--- src/rtl/mpi_pkg.sv ---
// ----------------------------------------------------------------------------
// mpi_pkg
// Shared widths, sequencer state codes and the hand-off type of the modular
// power / inverse core.
// ----------------------------------------------------------------------------
`default_nettype none

package mpi_pkg;

    localparam int MOD_WIDTH = 31;
    localparam int EXP_WIDTH = 32;

    // signed Bezout coefficients and partial quotient products stay within +-2*modulus
    localparam int SGN_WIDTH = MOD_WIDTH + 3;
    // width of the shift-and-subtract sum: 2*rem + bit + addend < 3*modulus
    localparam int SUM_WIDTH = MOD_WIDTH + 2;
    localparam int CNT_WIDTH = $clog2(SGN_WIDTH + 1);

    localparam int S_TDATA_WIDTH = ((MOD_WIDTH + EXP_WIDTH + MOD_WIDTH + 7) / 8) * 8;
    localparam int M_TDATA_WIDTH = ((MOD_WIDTH + 7) / 8) * 8;

    localparam logic KIND_POWER   = 1'b0;
    localparam logic KIND_INVERSE = 1'b1;

    localparam int ST_WIDTH = 4;
    localparam logic [ST_WIDTH-1:0] ST_IDLE    = 4'd0;
    localparam logic [ST_WIDTH-1:0] ST_RED     = 4'd1;  // operand mod modulus
    localparam logic [ST_WIDTH-1:0] ST_PBIT    = 4'd2;  // examine next exponent bit
    localparam logic [ST_WIDTH-1:0] ST_MUL_ACC = 4'd3;  // acc = acc * base mod m
    localparam logic [ST_WIDTH-1:0] ST_MUL_SQ  = 4'd4;  // base = base * base mod m
    localparam logic [ST_WIDTH-1:0] ST_ECHK    = 4'd5;  // Euclid loop test
    localparam logic [ST_WIDTH-1:0] ST_EDIV    = 4'd6;  // Euclid quotient step
    localparam logic [ST_WIDTH-1:0] ST_FRED    = 4'd7;  // normalize coefficient
    localparam logic [ST_WIDTH-1:0] ST_DONE    = 4'd8;

    typedef struct packed {
        logic                 done;
        logic [MOD_WIDTH-1:0] result;
    } mpi_res_t;

endpackage

`default_nettype wire

--- src/rtl/modular_power_and_inverse_core.sv ---
// ----------------------------------------------------------------------------
// modular_power_and_inverse_core
// Modular power (square and multiply) and modular inverse (extended Euclid).
// ----------------------------------------------------------------------------
// One request word in, one result word out. tuser selects the operation:
// 0 computes operand^exponent mod modulus, 1 returns the Bezout coefficient
// of operand for (operand, modulus) normalized into 0..modulus-1 (the inverse
// when the two are coprime). A zero exponent gives 1, a zero modulus gives 0.
// All arithmetic runs on one shift-and-subtract unit, one bit per cycle, so
// a request occupies the core until its result is handed off, with s_tready
// low meanwhile. Power: reduce the operand, then per exponent bit up to its
// highest set bit one decision step, a modular multiply of the accumulator
// where the bit is set and a modular square of the base, then one final
// decision step, the hand-off of the result and a return to idle. Inverse:
// per Euclid step a loop test and a quotient step (at most ~45 steps for
// 31-bit values), then a loop test and a normalization of the coefficient.
// The finished result sits in an output register, so a new request is
// taken while it waits for m_tready.
// ----------------------------------------------------------------------------
`default_nettype none

module modular_power_and_inverse_core
    import mpi_pkg::*;
(
    input  wire logic                     aclk,
    input  wire logic                     aresetn,
    input  wire logic                     s_tvalid,
    output logic                          s_tready,
    input  wire logic [S_TDATA_WIDTH-1:0] s_tdata,  // operand, exponent, modulus, zero pad
    input  wire logic [0:0]               s_tuser,  // kind
    output logic                          m_tvalid,
    input  wire logic                     m_tready,
    output logic      [M_TDATA_WIDTH-1:0] m_tdata   // result, zero pad
);

    logic                 seq_idle;
    logic                 start;
    logic                 ack;
    mpi_res_t             res;
    logic                 m_valid_reg, m_valid_next;
    logic [MOD_WIDTH-1:0] m_result_reg;

    assign s_tready = seq_idle;
    assign start    = s_tvalid && seq_idle;

    mpi_seq u_seq (
        .aclk     (aclk),
        .aresetn  (aresetn),
        .start    (start),
        .kind     (s_tuser[0]),
        .operand  (s_tdata[MOD_WIDTH-1:0]),
        .exponent (s_tdata[MOD_WIDTH+EXP_WIDTH-1:MOD_WIDTH]),
        .modulus  (s_tdata[2*MOD_WIDTH+EXP_WIDTH-1:MOD_WIDTH+EXP_WIDTH]),
        .idle     (seq_idle),
        .res      (res),
        .ack      (ack)
    );

    // hand the result over when the output word is free or leaving
    assign ack = res.done && (!m_valid_reg || m_tready);

    always_comb begin
        m_valid_next = m_valid_reg;
        if (ack) begin
            m_valid_next = 1'b1;
        end else if (m_tready) begin
            m_valid_next = 1'b0;
        end
    end

    always_ff @(posedge aclk) begin
        if (!aresetn) begin
            m_valid_reg <= 1'b0;
        end else begin
            m_valid_reg <= m_valid_next;
        end
    end

    always_ff @(posedge aclk) begin
        if (ack) begin
            m_result_reg <= res.result;
        end
    end

    assign m_tvalid = m_valid_reg;
    assign m_tdata  = M_TDATA_WIDTH'(m_result_reg);

endmodule

`default_nettype wire

--- src/rtl/mpi_step_unit.sv ---
// ----------------------------------------------------------------------------
// mpi_step_unit
// One shift-and-subtract step, shared by division (one quotient bit) and
// interleaved modular multiplication (one multiplier bit).
// ----------------------------------------------------------------------------
`default_nettype none

module mpi_step_unit
    import mpi_pkg::*;
(
    input  wire logic [MOD_WIDTH-1:0] rem_in,
    input  wire logic                 shift_bit,
    input  wire logic [MOD_WIDTH-1:0] addend,
    input  wire logic [MOD_WIDTH-1:0] divisor,
    output logic      [MOD_WIDTH-1:0] rem_out,
    output logic                      qbit
);

    logic [SUM_WIDTH-1:0] sum0;
    logic [SUM_WIDTH-1:0] sum1;
    logic [SUM_WIDTH-1:0] sum2;
    logic [SUM_WIDTH-1:0] div_ext;

    always_comb begin
        div_ext = SUM_WIDTH'(divisor);
        sum0    = {1'b0, rem_in, shift_bit} + SUM_WIDTH'(addend);
        qbit    = (sum0 >= div_ext);
        sum1    = qbit ? (sum0 - div_ext) : sum0;
        // second subtract only fires when an addend was folded in
        sum2    = (sum1 >= div_ext) ? (sum1 - div_ext) : sum1;
        rem_out = sum2[MOD_WIDTH-1:0];
    end

endmodule

`default_nettype wire

--- src/rtl/mpi_seq.sv ---
// ----------------------------------------------------------------------------
// mpi_seq
// Sequencer and working registers: square-and-multiply exponentiation and
// extended Euclid, both driven through the shared step unit.
// ----------------------------------------------------------------------------
`default_nettype none

module mpi_seq
    import mpi_pkg::*;
(
    input  wire logic                 aclk,
    input  wire logic                 aresetn,
    input  wire logic                 start,
    input  wire logic                 kind,
    input  wire logic [MOD_WIDTH-1:0] operand,
    input  wire logic [EXP_WIDTH-1:0] exponent,
    input  wire logic [MOD_WIDTH-1:0] modulus,
    output logic                      idle,
    output mpi_res_t                  res,
    input  wire logic                 ack
);

    logic [ST_WIDTH-1:0]         state_reg, state_next;
    logic [CNT_WIDTH-1:0]        cnt_reg, cnt_next;
    logic [MOD_WIDTH-1:0]        mod_reg, mod_next;
    logic [EXP_WIDTH-1:0]        exp_reg, exp_next;
    logic [MOD_WIDTH-1:0]        acc_reg, acc_next;
    logic [MOD_WIDTH-1:0]        base_reg, base_next;
    logic [MOD_WIDTH-1:0]        mpl_reg, mpl_next;
    logic [MOD_WIDTH-1:0]        rem_reg, rem_next;
    logic [SGN_WIDTH-1:0]        num_reg, num_next;
    logic signed [SGN_WIDTH-1:0] prod_reg, prod_next;
    logic [MOD_WIDTH-1:0]        rp_reg, rp_next;
    logic [MOD_WIDTH-1:0]        rc_reg, rc_next;
    logic signed [SGN_WIDTH-1:0] sp_reg, sp_next;
    logic signed [SGN_WIDTH-1:0] sc_reg, sc_next;
    logic                        neg_reg, neg_next;

    logic                 su_bit;
    logic [MOD_WIDTH-1:0] su_addend;
    logic [MOD_WIDTH-1:0] su_divisor;
    logic [MOD_WIDTH-1:0] su_rem;
    logic                 su_q;
    logic                 last_step;
    logic signed [SGN_WIDTH-1:0] prod_step;

    mpi_step_unit u_step (
        .rem_in    (rem_reg),
        .shift_bit (su_bit),
        .addend    (su_addend),
        .divisor   (su_divisor),
        .rem_out   (su_rem),
        .qbit      (su_q)
    );

    // operand routing into the shared unit
    always_comb begin
        su_bit     = 1'b0;
        su_addend  = '0;
        su_divisor = mod_reg;
        unique case (state_reg)
            ST_RED, ST_FRED: begin
                su_bit = num_reg[SGN_WIDTH-1];
            end
            ST_MUL_ACC, ST_MUL_SQ: begin
                su_addend = mpl_reg[MOD_WIDTH-1] ? base_reg : '0;
            end
            ST_EDIV: begin
                su_bit     = num_reg[SGN_WIDTH-1];
                su_divisor = rc_reg;
            end
            default: begin
                su_bit = 1'b0;
            end
        endcase
    end

    assign last_step = (cnt_reg == CNT_WIDTH'(1));
    assign prod_step = (prod_reg <<< 1) + (su_q ? sc_reg : SGN_WIDTH'(0));

    always_comb begin
        state_next = state_reg;
        cnt_next   = cnt_reg;
        mod_next   = mod_reg;
        exp_next   = exp_reg;
        acc_next   = acc_reg;
        base_next  = base_reg;
        mpl_next   = mpl_reg;
        rem_next   = rem_reg;
        num_next   = num_reg;
        prod_next  = prod_reg;
        rp_next    = rp_reg;
        rc_next    = rc_reg;
        sp_next    = sp_reg;
        sc_next    = sc_reg;
        neg_next   = neg_reg;

        unique case (state_reg)
            ST_IDLE: begin
                if (start) begin
                    mod_next = modulus;
                    exp_next = exponent;
                    rem_next = '0;
                    if (modulus == '0) begin
                        acc_next   = '0;
                        state_next = ST_DONE;
                    end else if (kind == KIND_POWER) begin
                        if (exponent == '0) begin
                            acc_next   = MOD_WIDTH'(1);
                            state_next = ST_DONE;
                        end else begin
                            acc_next   = MOD_WIDTH'(1);
                            num_next   = SGN_WIDTH'(operand);
                            cnt_next   = CNT_WIDTH'(SGN_WIDTH);
                            state_next = ST_RED;
                        end
                    end else begin
                        rp_next    = operand;
                        rc_next    = modulus;
                        sp_next    = SGN_WIDTH'(1);
                        sc_next    = '0;
                        state_next = ST_ECHK;
                    end
                end
            end

            ST_RED: begin
                rem_next = su_rem;
                num_next = num_reg << 1;
                cnt_next = cnt_reg - CNT_WIDTH'(1);
                if (last_step) begin
                    base_next  = su_rem;
                    state_next = ST_PBIT;
                end
            end

            ST_PBIT: begin
                rem_next = '0;
                cnt_next = CNT_WIDTH'(MOD_WIDTH);
                if (exp_reg == '0) begin
                    state_next = ST_DONE;
                end else if (exp_reg[0]) begin
                    mpl_next   = acc_reg;
                    state_next = ST_MUL_ACC;
                end else begin
                    mpl_next   = base_reg;
                    state_next = ST_MUL_SQ;
                end
            end

            ST_MUL_ACC: begin
                rem_next = su_rem;
                mpl_next = mpl_reg << 1;
                cnt_next = cnt_reg - CNT_WIDTH'(1);
                if (last_step) begin
                    acc_next   = su_rem;
                    mpl_next   = base_reg;
                    rem_next   = '0;
                    cnt_next   = CNT_WIDTH'(MOD_WIDTH);
                    state_next = ST_MUL_SQ;
                end
            end

            ST_MUL_SQ: begin
                rem_next = su_rem;
                mpl_next = mpl_reg << 1;
                cnt_next = cnt_reg - CNT_WIDTH'(1);
                if (last_step) begin
                    base_next  = su_rem;
                    exp_next   = exp_reg >> 1;
                    state_next = ST_PBIT;
                end
            end

            ST_ECHK: begin
                rem_next = '0;
                cnt_next = CNT_WIDTH'(SGN_WIDTH);
                if (rc_reg == '0) begin
                    neg_next   = sp_reg[SGN_WIDTH-1];
                    num_next   = sp_reg[SGN_WIDTH-1] ? SGN_WIDTH'(-sp_reg)
                                                     : SGN_WIDTH'(sp_reg);
                    state_next = ST_FRED;
                end else begin
                    num_next   = SGN_WIDTH'(rp_reg);
                    prod_next  = '0;
                    state_next = ST_EDIV;
                end
            end

            ST_EDIV: begin
                rem_next  = su_rem;
                num_next  = num_reg << 1;
                prod_next = prod_step;
                cnt_next  = cnt_reg - CNT_WIDTH'(1);
                if (last_step) begin
                    rp_next    = rc_reg;
                    rc_next    = su_rem;
                    sp_next    = sc_reg;
                    sc_next    = sp_reg - prod_step;
                    state_next = ST_ECHK;
                end
            end

            ST_FRED: begin
                rem_next = su_rem;
                num_next = num_reg << 1;
                cnt_next = cnt_reg - CNT_WIDTH'(1);
                if (last_step) begin
                    acc_next   = (neg_reg && (su_rem != '0)) ? (mod_reg - su_rem) : su_rem;
                    state_next = ST_DONE;
                end
            end

            ST_DONE: begin
                if (ack) begin
                    state_next = ST_IDLE;
                end
            end

            default: begin
                state_next = ST_IDLE;
            end
        endcase
    end

    always_ff @(posedge aclk) begin
        if (!aresetn) begin
            state_reg <= ST_IDLE;
            cnt_reg   <= '0;
        end else begin
            state_reg <= state_next;
            cnt_reg   <= cnt_next;
        end
    end

    always_ff @(posedge aclk) begin
        mod_reg  <= mod_next;
        exp_reg  <= exp_next;
        acc_reg  <= acc_next;
        base_reg <= base_next;
        mpl_reg  <= mpl_next;
        rem_reg  <= rem_next;
        num_reg  <= num_next;
        prod_reg <= prod_next;
        rp_reg   <= rp_next;
        rc_reg   <= rc_next;
        sp_reg   <= sp_next;
        sc_reg   <= sc_next;
        neg_reg  <= neg_next;
    end

    assign idle       = (state_reg == ST_IDLE);
    assign res.done   = (state_reg == ST_DONE);
    assign res.result = acc_reg;

endmodule

`default_nettype wire

--- config.mk ---
export PLATFORM = sky130hd
export DESIGN_NAME = modular_power_and_inverse_core
export DESIGN_NICKNAME = d
export VERILOG_FILES = /design/src/rtl/mpi_pkg.sv /design/src/rtl/modular_power_and_inverse_core.sv /design/src/rtl/mpi_step_unit.sv /design/src/rtl/mpi_seq.sv
export SDC_FILE = /design/constraint.sdc
export NUM_CORES = 1
export LEC_CHECK = 0
export BUFFER_PORTS_ARGS = -buffer_cell sky130_fd_sc_hd__clkbuf_2
export CAP_MARGIN = 20
export CORE_ASPECT_RATIO = 1.1
export CORE_MARGIN = 1
export CORE_UTILIZATION = 44
export DETAILED_ROUTE_END_ITERATION = 10
export GPL_TIMING_DRIVEN = 0
export PLACE_DENSITY = 0.62
export REMOVE_ABC_BUFFERS = 1
export SLEW_MARGIN = 20
export SYNTH_ARGS = -nofsm -noshare
export SYNTH_HDL_FRONTEND = slang
export SYNTH_HIERARCHICAL = 1
export SYNTH_SLANG_ARGS = --single-unit
--- constraint.sdc ---
create_clock -name aclk -period 11.38 [get_ports aclk]
set_input_delay 0.569 -clock aclk [delete_from_list [all_inputs] [get_ports aclk]]
set_output_delay 0.569 -clock aclk [all_outputs]
set_load 0.01 [all_outputs]
==> key figures <==
Setup path
  – Critical path class: reg -> reg
  – Critical path launch point type: flop
  – Cell mode on critical path: o21ai_1
  – Worst Path Arrival: 11,650 ps
  – Crit-path leading delay family: compound AO/OA/AOI/OAI gates
  – CP max stage cell: o41ai_4
  – CP max FO: 12
  – Max stage delay on crit path: 420 ps
  – Crit end category: flop
  – Critical Path RT: 11,720 ps
  – CP bufs+invs: 10

Clock network
  – Clock Sinks: 427
  – CTS Buf Count: 46
  – Clock transition at path regs: 60 ps
  – Worst-case clock buffer depth: 3
  – Worst skew pair latency: 600 ps
  – Root cell of the clock tree: clkbuf_16
  – CTS tree: built
  – H-tree depth: 2

STA
  – Period minus WS final: 11,310 ps
  – RSZ-0062 raised after global routing: yes
  – Worst Skew: 35.1 ps
  – Final Hold Vio Count: 0
  – Slew Limit Headroom: 0.233
  – Crit share post-route: 0.994
  – FMAX: 88.4 MHz
  – Slew Viols, Final: 0
  – Slew @ Worst Pin: 1150 ps
  – Setup-failing EPs final: 0

Route
  – Vias: 24.6k
  – Final wirelength: 92,700 um
  – Number of nets with antenna violations after routing: 0
  – Post-DR wirelength/cell: 22.8 um
  – Via/cell ratio: 6.04
  – DR pass1 iterations: 9
  – Drt drc: 0
  – Initial DRC count: 2,200

Synthesis
  – Synth area leaders: edfxtp_1 (43%), ha_1 (8.1%), nand2_1 (4.5%)
  – Post-synth EDFFs: 416
  – Syn Std Cell Area: 29,300 um^2
  – Avg Inst Size Synth: 9.82 um^2
  – #FFs+latches synth: 427
  – Dominant synthesized flop cell: edfxtp_1
  – Synth Warn #: 6
  – Post-Synthesis Cells: 2,984
  – Synth cell count leaders: edfxtp_1 (416), nand2_1 (349), nor2_1 (232)
  – Fraction of registers with async set/reset: 0
  – Yosys top cell area share: 0.427
  – Most common cell in the netlist: edfxtp_1
  – Distinct cells, synth: 103
  – Seq/Total Area, Yosys: 0.434
  – Yosys top cell by area: edfxtp_1

Die
  – Area of the die: 67,600 um^2
  – Core area: 65,400 um^2
  – Die Y: 273 um
  – Initial core utilization: 0.448
  – Die W: 248 um
  – Ports: 135
  – Rows: 98

Cells and area
  – Non-Filler Instances: 4,072
  – Share of cells above drive strength 1: 0.182
  – Layout Nets: 3,485
  – Post-route design area: 34,400 um^2
  – Fin util: 0.526
  – Layout area overhead: 17.3%

Flow run
  – Max_cap viols: 0

Status
  – Status: completed

Placement
  – Placer congestion estimate: 0.981
  – Buffers on Ports: 131
  – Post-DP Area: 31,400 um^2
  – Cells after DPL: 3,896
  – Hpwl dp: 69,100 um

Global routing
  – Antenna violations before repair: 2
  – Number of global-route vias before repair: 23.6k
  – GR Util All Layers: 0.268
  – Largest net degree at the start of global routing: 66
  – First-pass GRT wire length: 139,000 um
  – Global route overflow: 0

Min path
  – Worst hold path class: in -> reg
logic make-up (layout without fill, tap and decap cells):
kind of cell             Yosys count  in the layout  share of synthesized area
AND/OR/NAND/NOR                 1008           1009                      0.166
other                              1              2                   0.000128
buffers and inverters            271            506                     0.0375
multiplexers                      95             95                     0.0411
XOR/XNOR                         176            176                     0.0526
adder cells (fa/ha/maj)          196            196                     0.0852
flip-flops                       427            427                      0.434
AO/OA/AOI/OAI                    810            811                      0.183
metal layers:
| metal | routed length [um] | up-vias | GRT usage |
|---|---|---|---|
| li1 | - | 11500 | - |
| met1 | 39700 | 12000 | 0.364 |
| met2 | 44700 | 949 | 0.446 |
| met3 | 5960 | 138 | 0.0345 |
| met4 | 2360 | 0 | 0.0757 |
| met5 | 0 | - | 0 |
repair_timing:
action                     CTS  global route
pin swaps                   25            54
setup buffers               30            59
cloned                       5             1
setup endpoints to repair  170            45
hold buffers                 0             0
gates resized for setup     92            81
per-stage QoR:
| stage | setup WS [ps] | hold slack (ps) | setup TNS (ps) |
|---|---|---|---|
| after floorplan | -2860 | 427 | -123240 |
| after global placement | -8540 | 442 | -1700070 |
| after detailed placement | -5940 | 438 | -403040 |
| after CTS | -3.13 | 175 | -3.13 |
| after global routing | -184 | 184 | -998 |
| final | 72.3 | 198 | 0 |
worst paths after layout:
| kind | cells after the start | slack, ps | endpoint | from |
|---|---|---|---|---|
| max | 51 | 70 | u_seq/acc_reg[28] | u_seq/state_reg[0] |
| min | 1 | 200 | u_seq/mod_reg[3] | s_tdata[66] |
| max reg2reg | 51 | 70 | u_seq/acc_reg[28] | u_seq/state_reg[0] |
| min reg2reg | 0 | 450 | m_result_reg[11] | u_seq/acc_reg[11] |
placed cells by master, fill, tap and decap left out, types with 93 or more instances in the layout:
master / instances
edfxtp_1: 416
nand2_1: 345
nor2_1: 224
o21ai_0: 183
a21oi_1: 183
ha_1: 168
inv_1: 148
clkbuf_2: 131
and2_1: 109
buf_4: 93
area by class of cell:
| type | instances | area (um^2) |
|---|---|---|
| clock buffer | 53 | 1200 |
| antenna | 1 | 2.50 |
| clock inverter | 27 | 209 |
| timing repair buffer | 267 | 2200 |
| tap | 850 | 1060 |
| sequential | 427 | 12700 |
| fill | 5885 | 31000 |
| multi-input combinational | 2288 | 16300 |
| inverter | 159 | 637 |
Power is left out: the tool's default activity adds up to more than one toggle a clock period on the data nets, which glitch-free logic cannot reach.
